## src/hw/rtl/fbfl_pkg.sv

```systemverilog
// Shared types and constants for the fixed-block free-list allocator.
// Used by fbfl_ctrl and fixed_block_free_list_allocator_top; no dependencies.
package fbfl_pkg;

  // Pool geometry.
  localparam int MAX_BLOCKS = 1024;
  localparam int IDX_W      = $clog2(MAX_BLOCKS);
  localparam int LINK_W     = $clog2(MAX_BLOCKS + 1);

  // Fixed field widths.
  localparam int NUM_W   = 11;
  localparam int BYTES_W = 17;
  localparam int OFF_W   = 26;
  localparam int COUNT_W = 11;
  localparam int OP_W    = 2;
  localparam int STAT_W  = 2;

  typedef logic [LINK_W-1:0] link_t;

  // Link value that marks the end of the list.
  localparam link_t NIL_LINK = link_t'(MAX_BLOCKS);

  localparam logic [COUNT_W-1:0] COUNT_MAX = '1;

  // Operation codes.
  localparam logic [OP_W-1:0] OP_ALLOC = 2'd0;
  localparam logic [OP_W-1:0] OP_FREE  = 2'd1;
  localparam logic [OP_W-1:0] OP_INIT  = 2'd2;
  localparam logic [OP_W-1:0] OP_NOP   = 2'd3;

  // Status codes.
  localparam logic [STAT_W-1:0] ST_OK    = 2'd0;
  localparam logic [STAT_W-1:0] ST_EMPTY = 2'd1;
  localparam logic [STAT_W-1:0] ST_RANGE = 2'd2;

  // Register select codes (address bit 2).
  localparam logic REG_NUM_BLOCKS  = 1'b0;
  localparam logic REG_BLOCK_BYTES = 1'b1;

  typedef struct packed {
    logic [NUM_W-1:0]   num_blocks;
    logic [BYTES_W-1:0] block_bytes;
  } cfg_t;

  typedef struct packed {
    logic [IDX_W-1:0]   block_index;
    logic [OFF_W-1:0]   block_offset;
    logic [STAT_W-1:0]  status;
    logic [COUNT_W-1:0] free_count;
  } result_t;

endpackage

```

## src/hw/rtl/fbfl_ctrl.sv

```systemverilog
// Free-list sequencer: head pointer, free count, init sweep and result build.
// Depends on fbfl_pkg; drives the link memory in fbfl_link_ram.
module fbfl_ctrl (
  input  logic                          clk,
  input  logic                          rst_n,
  input  fbfl_pkg::cfg_t                cfg,
  input  logic                          in_valid,
  output logic                          in_ready,
  input  logic [fbfl_pkg::OP_W-1:0]     in_opcode,
  input  logic [fbfl_pkg::IDX_W-1:0]    in_free_index,
  output logic                          res_valid,
  input  logic                          res_ready,
  output fbfl_pkg::result_t             res,
  output logic                          ram_we,
  output logic [fbfl_pkg::IDX_W-1:0]    ram_waddr,
  output fbfl_pkg::link_t               ram_wdata,
  output logic                          ram_re,
  output logic [fbfl_pkg::IDX_W-1:0]    ram_raddr,
  input  fbfl_pkg::link_t               ram_rdata
);

  typedef enum logic [1:0] {
    S_IDLE,
    S_EXEC,
    S_SWEEP,
    S_INIT_DONE
  } state_t;

  state_t                          state_r;
  logic [fbfl_pkg::OP_W-1:0]       op_r;
  logic [fbfl_pkg::IDX_W-1:0]      idx_r;
  fbfl_pkg::link_t                 head_r;
  logic [fbfl_pkg::COUNT_W-1:0]    count_r;
  logic [fbfl_pkg::IDX_W-1:0]      sweep_r;

  logic [fbfl_pkg::NUM_W-1:0]      n_eff;
  logic                            accept;
  logic                            commit;
  logic                            head_empty;
  logic                            idx_ok;
  logic                            sweep_last;
  logic [fbfl_pkg::NUM_W-1:0]      sweep_inc;
  logic [fbfl_pkg::IDX_W+fbfl_pkg::BYTES_W-1:0] prod;
  logic [fbfl_pkg::COUNT_W-1:0]    count_dec;
  logic [fbfl_pkg::COUNT_W-1:0]    count_inc;

  // Block count saturated to the pool size.
  assign n_eff = (cfg.num_blocks > fbfl_pkg::NUM_W'(fbfl_pkg::MAX_BLOCKS)) ?
                 fbfl_pkg::NUM_W'(fbfl_pkg::MAX_BLOCKS) : cfg.num_blocks;

  // Handshake and commit.
  assign in_ready = (state_r == S_IDLE);
  assign accept   = in_valid && in_ready;
  assign commit   = res_valid && res_ready;

  // Operation checks and arithmetic.
  assign head_empty = (head_r >= fbfl_pkg::NIL_LINK);
  assign idx_ok     = (fbfl_pkg::NUM_W'(idx_r) < n_eff);
  assign sweep_inc  = fbfl_pkg::NUM_W'(sweep_r) + fbfl_pkg::NUM_W'(1);
  assign sweep_last = (sweep_inc >= n_eff);
  assign prod       = head_r[fbfl_pkg::IDX_W-1:0] * cfg.block_bytes;
  assign count_dec  = (count_r != '0) ? count_r - 1'b1 : count_r;
  assign count_inc  = (count_r != fbfl_pkg::COUNT_MAX) ? count_r + 1'b1 : count_r;

  // The next link of the head is read as an allocation is accepted.
  assign ram_re    = accept && (in_opcode == fbfl_pkg::OP_ALLOC);
  assign ram_raddr = head_r[fbfl_pkg::IDX_W-1:0];

  // Link writes: init sweep, or a push on a committed in-range free.
  always_comb begin
    ram_we    = 1'b0;
    ram_waddr = idx_r;
    ram_wdata = head_r;
    if (state_r == S_SWEEP) begin
      ram_we    = 1'b1;
      ram_waddr = sweep_r;
      ram_wdata = sweep_last ? fbfl_pkg::NIL_LINK : fbfl_pkg::link_t'(sweep_inc);
    end else if (commit && (state_r == S_EXEC) && (op_r == fbfl_pkg::OP_FREE) && idx_ok) begin
      ram_we = 1'b1;
    end
  end

  // Result build.
  always_comb begin
    res_valid        = (state_r == S_EXEC) || (state_r == S_INIT_DONE);
    res.block_index  = '0;
    res.block_offset = '0;
    res.status       = fbfl_pkg::ST_OK;
    res.free_count   = count_r;
    if (state_r == S_INIT_DONE) begin
      res.free_count = fbfl_pkg::COUNT_W'(n_eff);
    end else begin
      case (op_r)
        fbfl_pkg::OP_ALLOC: begin
          if (head_empty) begin
            res.status = fbfl_pkg::ST_EMPTY;
          end else begin
            res.block_index  = head_r[fbfl_pkg::IDX_W-1:0];
            res.block_offset = prod[fbfl_pkg::OFF_W-1:0];
            res.free_count   = count_dec;
          end
        end
        fbfl_pkg::OP_FREE: begin
          if (idx_ok) begin
            res.free_count = count_inc;
          end else begin
            res.status = fbfl_pkg::ST_RANGE;
          end
        end
        default: begin
        end
      endcase
    end
  end

  // Sequencer with head pointer and free count.
  always_ff @(posedge clk) begin
    if (!rst_n) begin
      state_r <= S_IDLE;
      head_r  <= fbfl_pkg::NIL_LINK;
      count_r <= '0;
      op_r    <= fbfl_pkg::OP_NOP;
      idx_r   <= '0;
      sweep_r <= '0;
    end else begin
      unique case (state_r)
        S_IDLE: begin
          if (accept) begin
            op_r    <= in_opcode;
            idx_r   <= in_free_index;
            sweep_r <= '0;
            if (in_opcode == fbfl_pkg::OP_INIT) begin
              state_r <= (n_eff == '0) ? S_INIT_DONE : S_SWEEP;
            end else begin
              state_r <= S_EXEC;
            end
          end
        end
        S_EXEC: begin
          if (commit) begin
            state_r <= S_IDLE;
            if ((op_r == fbfl_pkg::OP_ALLOC) && !head_empty) begin
              head_r  <= ram_rdata;
              count_r <= count_dec;
            end else if ((op_r == fbfl_pkg::OP_FREE) && idx_ok) begin
              head_r  <= fbfl_pkg::link_t'(idx_r);
              count_r <= count_inc;
            end
          end
        end
        S_SWEEP: begin
          sweep_r <= sweep_r + 1'b1;
          if (sweep_last) begin
            state_r <= S_INIT_DONE;
          end
        end
        S_INIT_DONE: begin
          if (commit) begin
            state_r <= S_IDLE;
            head_r  <= (n_eff == '0) ? fbfl_pkg::NIL_LINK : '0;
            count_r <= fbfl_pkg::COUNT_W'(n_eff);
          end
        end
        default: begin
          state_r <= S_IDLE;
        end
      endcase
    end
  end

  // The head is always a block index or the end mark.
  a_head_range: assert property (@(posedge clk) disable iff (!rst_n)
    head_r <= fbfl_pkg::NIL_LINK)
    else $error("head pointer beyond end mark");

  // A link read and a link write never share a cycle.
  a_no_rw_overlap: assert property (@(posedge clk) disable iff (!rst_n)
    !(ram_we && ram_re))
    else $error("link read overlaps link write");

  // Any operation other than init presents its result in the cycle after accept.
  a_exec_next: assert property (@(posedge clk) disable iff (!rst_n)
    (accept && (in_opcode != fbfl_pkg::OP_INIT)) |=> res_valid)
    else $error("result not presented after accept");

  // The init sweep stays inside the effective pool.
  a_sweep_range: assert property (@(posedge clk) disable iff (!rst_n)
    (state_r == S_SWEEP) |-> (fbfl_pkg::NUM_W'(sweep_r) < n_eff))
    else $error("init sweep beyond block count");

endmodule
```

## config.mk

```make
export PLATFORM = sky130hd
export DESIGN_NAME = fbfl_ctrl
export DESIGN_NICKNAME = d
export VERILOG_FILES = /design/src/hw/rtl/fbfl_pkg.sv /design/src/hw/rtl/fbfl_ctrl.sv
export SDC_FILE = /design/constraint.sdc
export NUM_CORES = 1
export LEC_CHECK = 0
export CELL_PAD_IN_SITES_DETAIL_PLACEMENT = 1
export CELL_PAD_IN_SITES_GLOBAL_PLACEMENT = 1
export CORE_UTILIZATION = 50
export CTS_BUF_LIST = sky130_fd_sc_hd__clkbuf_4
export CTS_CLUSTER_DIAMETER = 200
export DETAILED_ROUTE_END_ITERATION = 7
export DONT_BUFFER_PORTS = 1
export PLACE_DENSITY_LB_ADDON = 0.1
export SLEW_MARGIN = 20
export SYNTH_ARGS = -nofsm -noshare
export SYNTH_HDL_FRONTEND = slang
export SYNTH_SLANG_ARGS = --single-unit
```

## constraint.sdc

```tcl
create_clock -name clk -period 14.6 [get_ports clk]
set_clock_uncertainty 0.2 [all_clocks]
set_input_delay 4.38 -clock clk [delete_from_list [all_inputs] [get_ports clk]]
set_output_delay 4.38 -clock clk [all_outputs]
set_load 0.05 [all_outputs]
```

# Yosys cells after proc, flatten, opt, wreduce, memory -nomap -nowiden

Cells that the tools add are included.

$add $sub $neg: 4
Multiply operators: 1
$lt $le $gt $ge: 4
Equality and inequality tests: 12
Multiplexer cells: 36
Reductions and logical operators: 22

Operators with widths:

| operator                                                             | count |
|---|---|
| 11-bit 2-to-1 mux                                                    | 17 |
| 36-bit 2-to-1 mux                                                    | 2 |
| 11-bit one-hot mux with 2 select lines                               | 2 |
| 38-bit 2-to-1 mux                                                    | 1 |
| 10-bit by 17-bit multiplier with 26-bit output                       | 1 |
| 13-bit one-hot mux with 2 select lines                               | 1 |
| 10-bit 2-to-1 mux                                                    | 2 |
| 10-bit one-hot mux with 2 select lines                               | 1 |
| 10-bit by 1-bit adder with 11-bit output, second input constant      | 1 |
| 11-bit by 1-bit adder with 11-bit output, second input constant      | 1 |
| 11-bit greater-or-equal comparator                                   | 1 |
| 11-bit greater-or-equal comparator, second input constant            | 1 |
| 11-bit > comparator, second input constant                           | 1 |
| 11-bit zero test                                                     | 1 |
| 10-bit by 11-bit less-than comparator with 1-bit output              | 1 |
| 11-bit != test, second input constant                                | 1 |
| 11-bit nonzero test                                                  | 1 |
| 11-bit by 1-bit subtractor with 11-bit output, second input constant | 1 |
| 10-bit by 1-bit adder with 10-bit output, second input constant      | 1 |
| 2-bit 2-to-1 mux                                                     | 5 |
| 1-bit logical AND                                                    | 8 |
| 2-bit equality test, second input constant                           | 3 |
| 2-bit zero test                                                      | 3 |
| 2-bit != test, second input constant                                 | 3 |
| 12 further kinds                                                     | 19 |

Flip-flop bits (word level): 46
Input port bits: 55
Output and inout port bits: 84
Word-level logic and storage cells: 85

# Depth between registers and ports, before layout

Depth in word-level cells: 8
Gate-level depth with buffers: 21
Mapped depth without buffers: 20

# Worst setup path after synthesis

OpenSTA, ideal clock, no wires.

Path type: in2out
From: in cfg[7] in the netlist's numbering
To: out res[37] in the netlist's numbering
Arrival time: 10.117 ns
Data required time: 10.020 ns
Path slack: -0.097 ns
Cell stages on the path: 19
Path buffers: 1
Cells stage by stage: clkbuf_1 > and2_1 > fa_1 > inv_1 > fa_1 > inv_1 > fa_1 > fa_1 > inv_1 > fa_1 > inv_1 > ha_1 > a2111oi_0 > a211oi_1 > a311oi_1 > o21ai_1 > o211a_1 > o21a_1 > nor3_1

RTL lines:

| what            | RTL line        | RTL |
|---|---|---|
| start, declared | fbfl_ctrl.sv:6  | `input fbfl_pkg::cfg_t cfg,` |
| end, declared   | fbfl_ctrl.sv:13 | `output fbfl_pkg::result_t res,` |

==> impl_results.md <==
- HP Class: reg -> reg
- GRT Util Overall: 30.3%
- Post-synth EDFFs: 0
- Peak supply drop: 0.0000470 V
- Synth unique cells: 70
- Fmax: 0.0705 GHz
- Crit Path Class: in -> out
- Synth Area in XOR/XNOR: 2.75%
- Initial DRT Pass Iterations: 5
- CTS sink count: 46
- H-tree depth: 2
- Synth Area in Simple Gates: 26.2%
- Antenna violations before repair: 1
- Setup tns final: 0 ns
- Fillers: 2,362
- Maximum root-to-sink buffer count: 2
- Yosys Warn Count: 0
- Yosys top cell by area: fa_1
- Most used DFF post-synth: dfxtp_1
- Fin crit period: 14.18 ns
- Worst-margin pin slew: 1.13 ns
- Tot Pwr: 303 uW
- Synth top area share: 24.5%
- CP Launch Type: primary input
- Reg2reg setup slack: 11.42 ns
- Final wirelength: 29,100 um
- Routed wire per std cell: 20.3 um
- Syn-to-layout area delta: 2.69%
- CTS Root Cell: clkbuf_4
- Mean Syn Cell Area: 7.65 um^2
- Post-synthesis mux area share: 1.62%
- First-pass GRT wire length: 47,300 um
- Largest net degree at the start of global routing: 42
- Worst-path clk slew: 0.17 ns
- Crit path DAT: 9.60 ns
- Core area: 18,700 um^2
- Worst-Skew Late Latency: 0.40 ns
- Post_cts resized: 0
- Mapped Nets: 1,503
- Final hold vios: 0
- Boundary Pins: 139
- Compound-Gate Fraction of Synth Area: 14.5%
- Port Buf Inserts: 0
- Rel. slew slack: 24.7%
- Rows: 50
- Multi-input combinational cell area: 7730 um^2
- RSZ-0062 raised after global routing: false
- Post-DRT Antenna Nets: 0
- Die area: 19,700 um^2
- Gate Count Post-Synth: 1,249
- Via density: 5.95
- Post-synthesis sequential area ratio: 9.64%
- Placed Area: 9740 um^2
- Max_cap viols: 0
- Adder-Cell Fraction of Synth Area: 35.3%
- Die Ht: 140 um
- Starting Density: 51.1%
- Status: finished, final reports clean
- Leak: 4.65 nW
- #FFs+latches synth: 46
- Design Area, Final: 9810 um^2
- Register area: 921 um^2
- Ranking of synthesized cells by area: fa_1 25%, ha_1 11%, dfxtp_1 9.6%, nand2_1 8.2%, and2_1 5.8%
- CTS tree: done
- Hold buffer count at CTS: 0
- Routability cong.: 0.906
- Post-route DRC violation count: 0
- Post-CTS Setup Bufs: 0
- Async SR Flop Fraction: 0%
- Layout net count: 1,452
- Synthesized area: 9550 um^2
- Fraction of layout cells with a size suffix above 1: 6.67%
- Worst Setup End Kind: output pin
- Part of the cycle the worst path needs: 97.1%
- Power per Cell Area: 30.9 nW/um^2
- Die width: 140 um
- Largest family of logic cells by synthesized area: adder cells
- CTS buffer count: 5
- Max-slew violations: 0
- Grt total ovfl: 0
- Worst Path Max Fanout: 10
- Iteration-0 DRC Markers: 491
- Via Count: 8,534
- Vias in the first global route: 8,921
- # setup viols final: 0
- Post-DP HPWL: 23,200 um
- Crit path required time: 10.02 ns
-- kinds of logic after synthesis --
| family | after synthesis |
|---|---|
| AOI/OAI and AO/OA | 212 |
| xor gates and xnor gates | 30 |
| adders and majority gates | 199 |
| buffers and inverters | 234 |
| DFF | 46 |
| muxes | 15 |
| and+or+nand+nor | 513 |
-- routing by layer --
metal  up-vias  track usage (%)  part of all wire [%]
met1      4286             39.0                    43
li1       3979                -                     -
met3        32             4.55                   6.1
met2       237             53.1                    49
met5         -                0                     0
met4         0             7.69                   1.8
-- report_power, final --
part           switching, mW  internal (mW)  leakage, nW
logic                 0.0641         0.0254         4.24
clock network         0.0541         0.0208       0.0366
registers            0.00921          0.129        0.373
-- stage by stage --
stage | utilization, % | hold WS [ns] | worst slack (ns) | instances
floorplan | - | 0.266 | 0.328 | 1249
global placement | 52.1 | 0.272 | 0.553 | 1425
detailed placement | 52.1 | 0.294 | 0.423 | 1425
CTS | 52.4 | 0.331 | 0.412 | 1433
global route | 52.4 | 0.367 | 0.111 | 1434
finish | 52.4 | 0.322 | 0.420 | 1434
-- cell usage after synthesis, types with 3 or more instances --
cell type	count
a211oi_1	6
a21o_1	10
a21oi_1	79
a221oi_1	3
a22oi_1	5
a311o_1	3
a311oi_1	5
a31oi_1	10
a32o_1	8
and2_1	88
and3_1	20
buf_2	12
buf_4	12
buf_6	3
clkbuf_1	66
dfxtp_1	46
fa_1	117
ha_1	82
inv_1	137
mux2_2	3
mux2i_1	11
nand2_1	209
nand2b_1	6
nand3_1	29
nand4_1	5
nor2_1	85
nor2b_1	7
nor3_1	31
nor3_2	8
nor4_1	5
nor4b_1	3
o211ai_1	8
o21a_1	5
o21ai_0	35
o21ai_1	4
o21bai_1	4
o22ai_1	3
o31ai_1	3
or2_2	3
or3_1	5
xnor2_1	14
xor2_1	16
-- path summary, 6_finish.rpt --
path / startpoint / endpoint / depth (start not counted)
worst max register to register: idx_r[1]$_SDFFE_PN0P_ / count_r[6]$_SDFFE_PN0P_ / 10
worst min-delay path: head_r[4]$_SDFFE_PN0P_ / head_r[4]$_SDFFE_PN0P_ / 2
worst min register to register: head_r[4]$_SDFFE_PN0P_ / head_r[4]$_SDFFE_PN0P_ / 2
worst max-delay path: cfg[7] / res[37] / 20
-- worst max-delay path, cell delays in order --
cell and delay [ns]:
and2_1 0.15, fa_1 0.54, inv_1 0.06, fa_1 0.53
inv_1 0.06, fa_1 0.50, fa_1 0.55, inv_1 0.05
fa_1 0.41, inv_1 0.06, ha_1 0.30, a21o_1 0.24
a2111oi_0 0.44, a211oi_1 0.15, a311oi_1 0.29, o21ai_1 0.13
o211a_1 0.24, o21a_1 0.18, nor3_2 0.11, buf_4 0.22
-- cell type report --
cell class              instances  area share [%]
multi-input cells             969            78.8
well taps                     234            2.99
inverters                     139            5.32
diodes                          1          0.0255
clock buffers                   5           0.383
clock inverters                 3           0.268
repair buffers                 37            2.83
flip-flops and latches         46            9.39
-- state kept, by name (all words and copies together) (netlist names) --
name     flops
head_r      11
op_r         2
count_r     11
sweep_r     10
idx_r       10
state_r      2
-- cell usage in the layout, fill, tap and decap left out, types with 4 or more instances in the layout --
| cell | Yosys | final |
|---|---|---|
| o21bai_1 | 4 | 4 |
| nand2_1 | 209 | 209 |
| nand4_1 | 5 | 5 |
| dfxtp_1 | 46 | 46 |
| a31oi_1 | 10 | 10 |
| o21ai_0 | 35 | 34 |
| a211oi_1 | 6 | 6 |
| xor2_1 | 16 | 16 |
| a21oi_1 | 79 | 79 |
| a22oi_1 | 5 | 5 |
| nor3_1 | 31 | 27 |
| mux2i_1 | 11 | 11 |
| a21o_1 | 10 | 10 |
| clkbuf_4 | 0 | 5 |
| o211ai_1 | 8 | 8 |
| o21a_1 | 5 | 5 |
| a311oi_1 | 5 | 5 |
| or3_1 | 5 | 5 |
| a32o_1 | 8 | 8 |
| inv_1 | 137 | 137 |
| ha_1 | 82 | 82 |
| buf_4 | 12 | 37 |
| nor4_1 | 5 | 4 |
| nor2_1 | 85 | 84 |
| nand2b_1 | 6 | 6 |
| nand3_1 | 29 | 29 |
| nor2b_1 | 7 | 7 |
| nor3_2 | 8 | 12 |
| o21ai_1 | 4 | 5 |
| and3_1 | 20 | 20 |
| fa_1 | 117 | 117 |
| xnor2_1 | 14 | 14 |
| and2_1 | 88 | 88 |
Note: power is estimated with default switching activity, not from simulation.
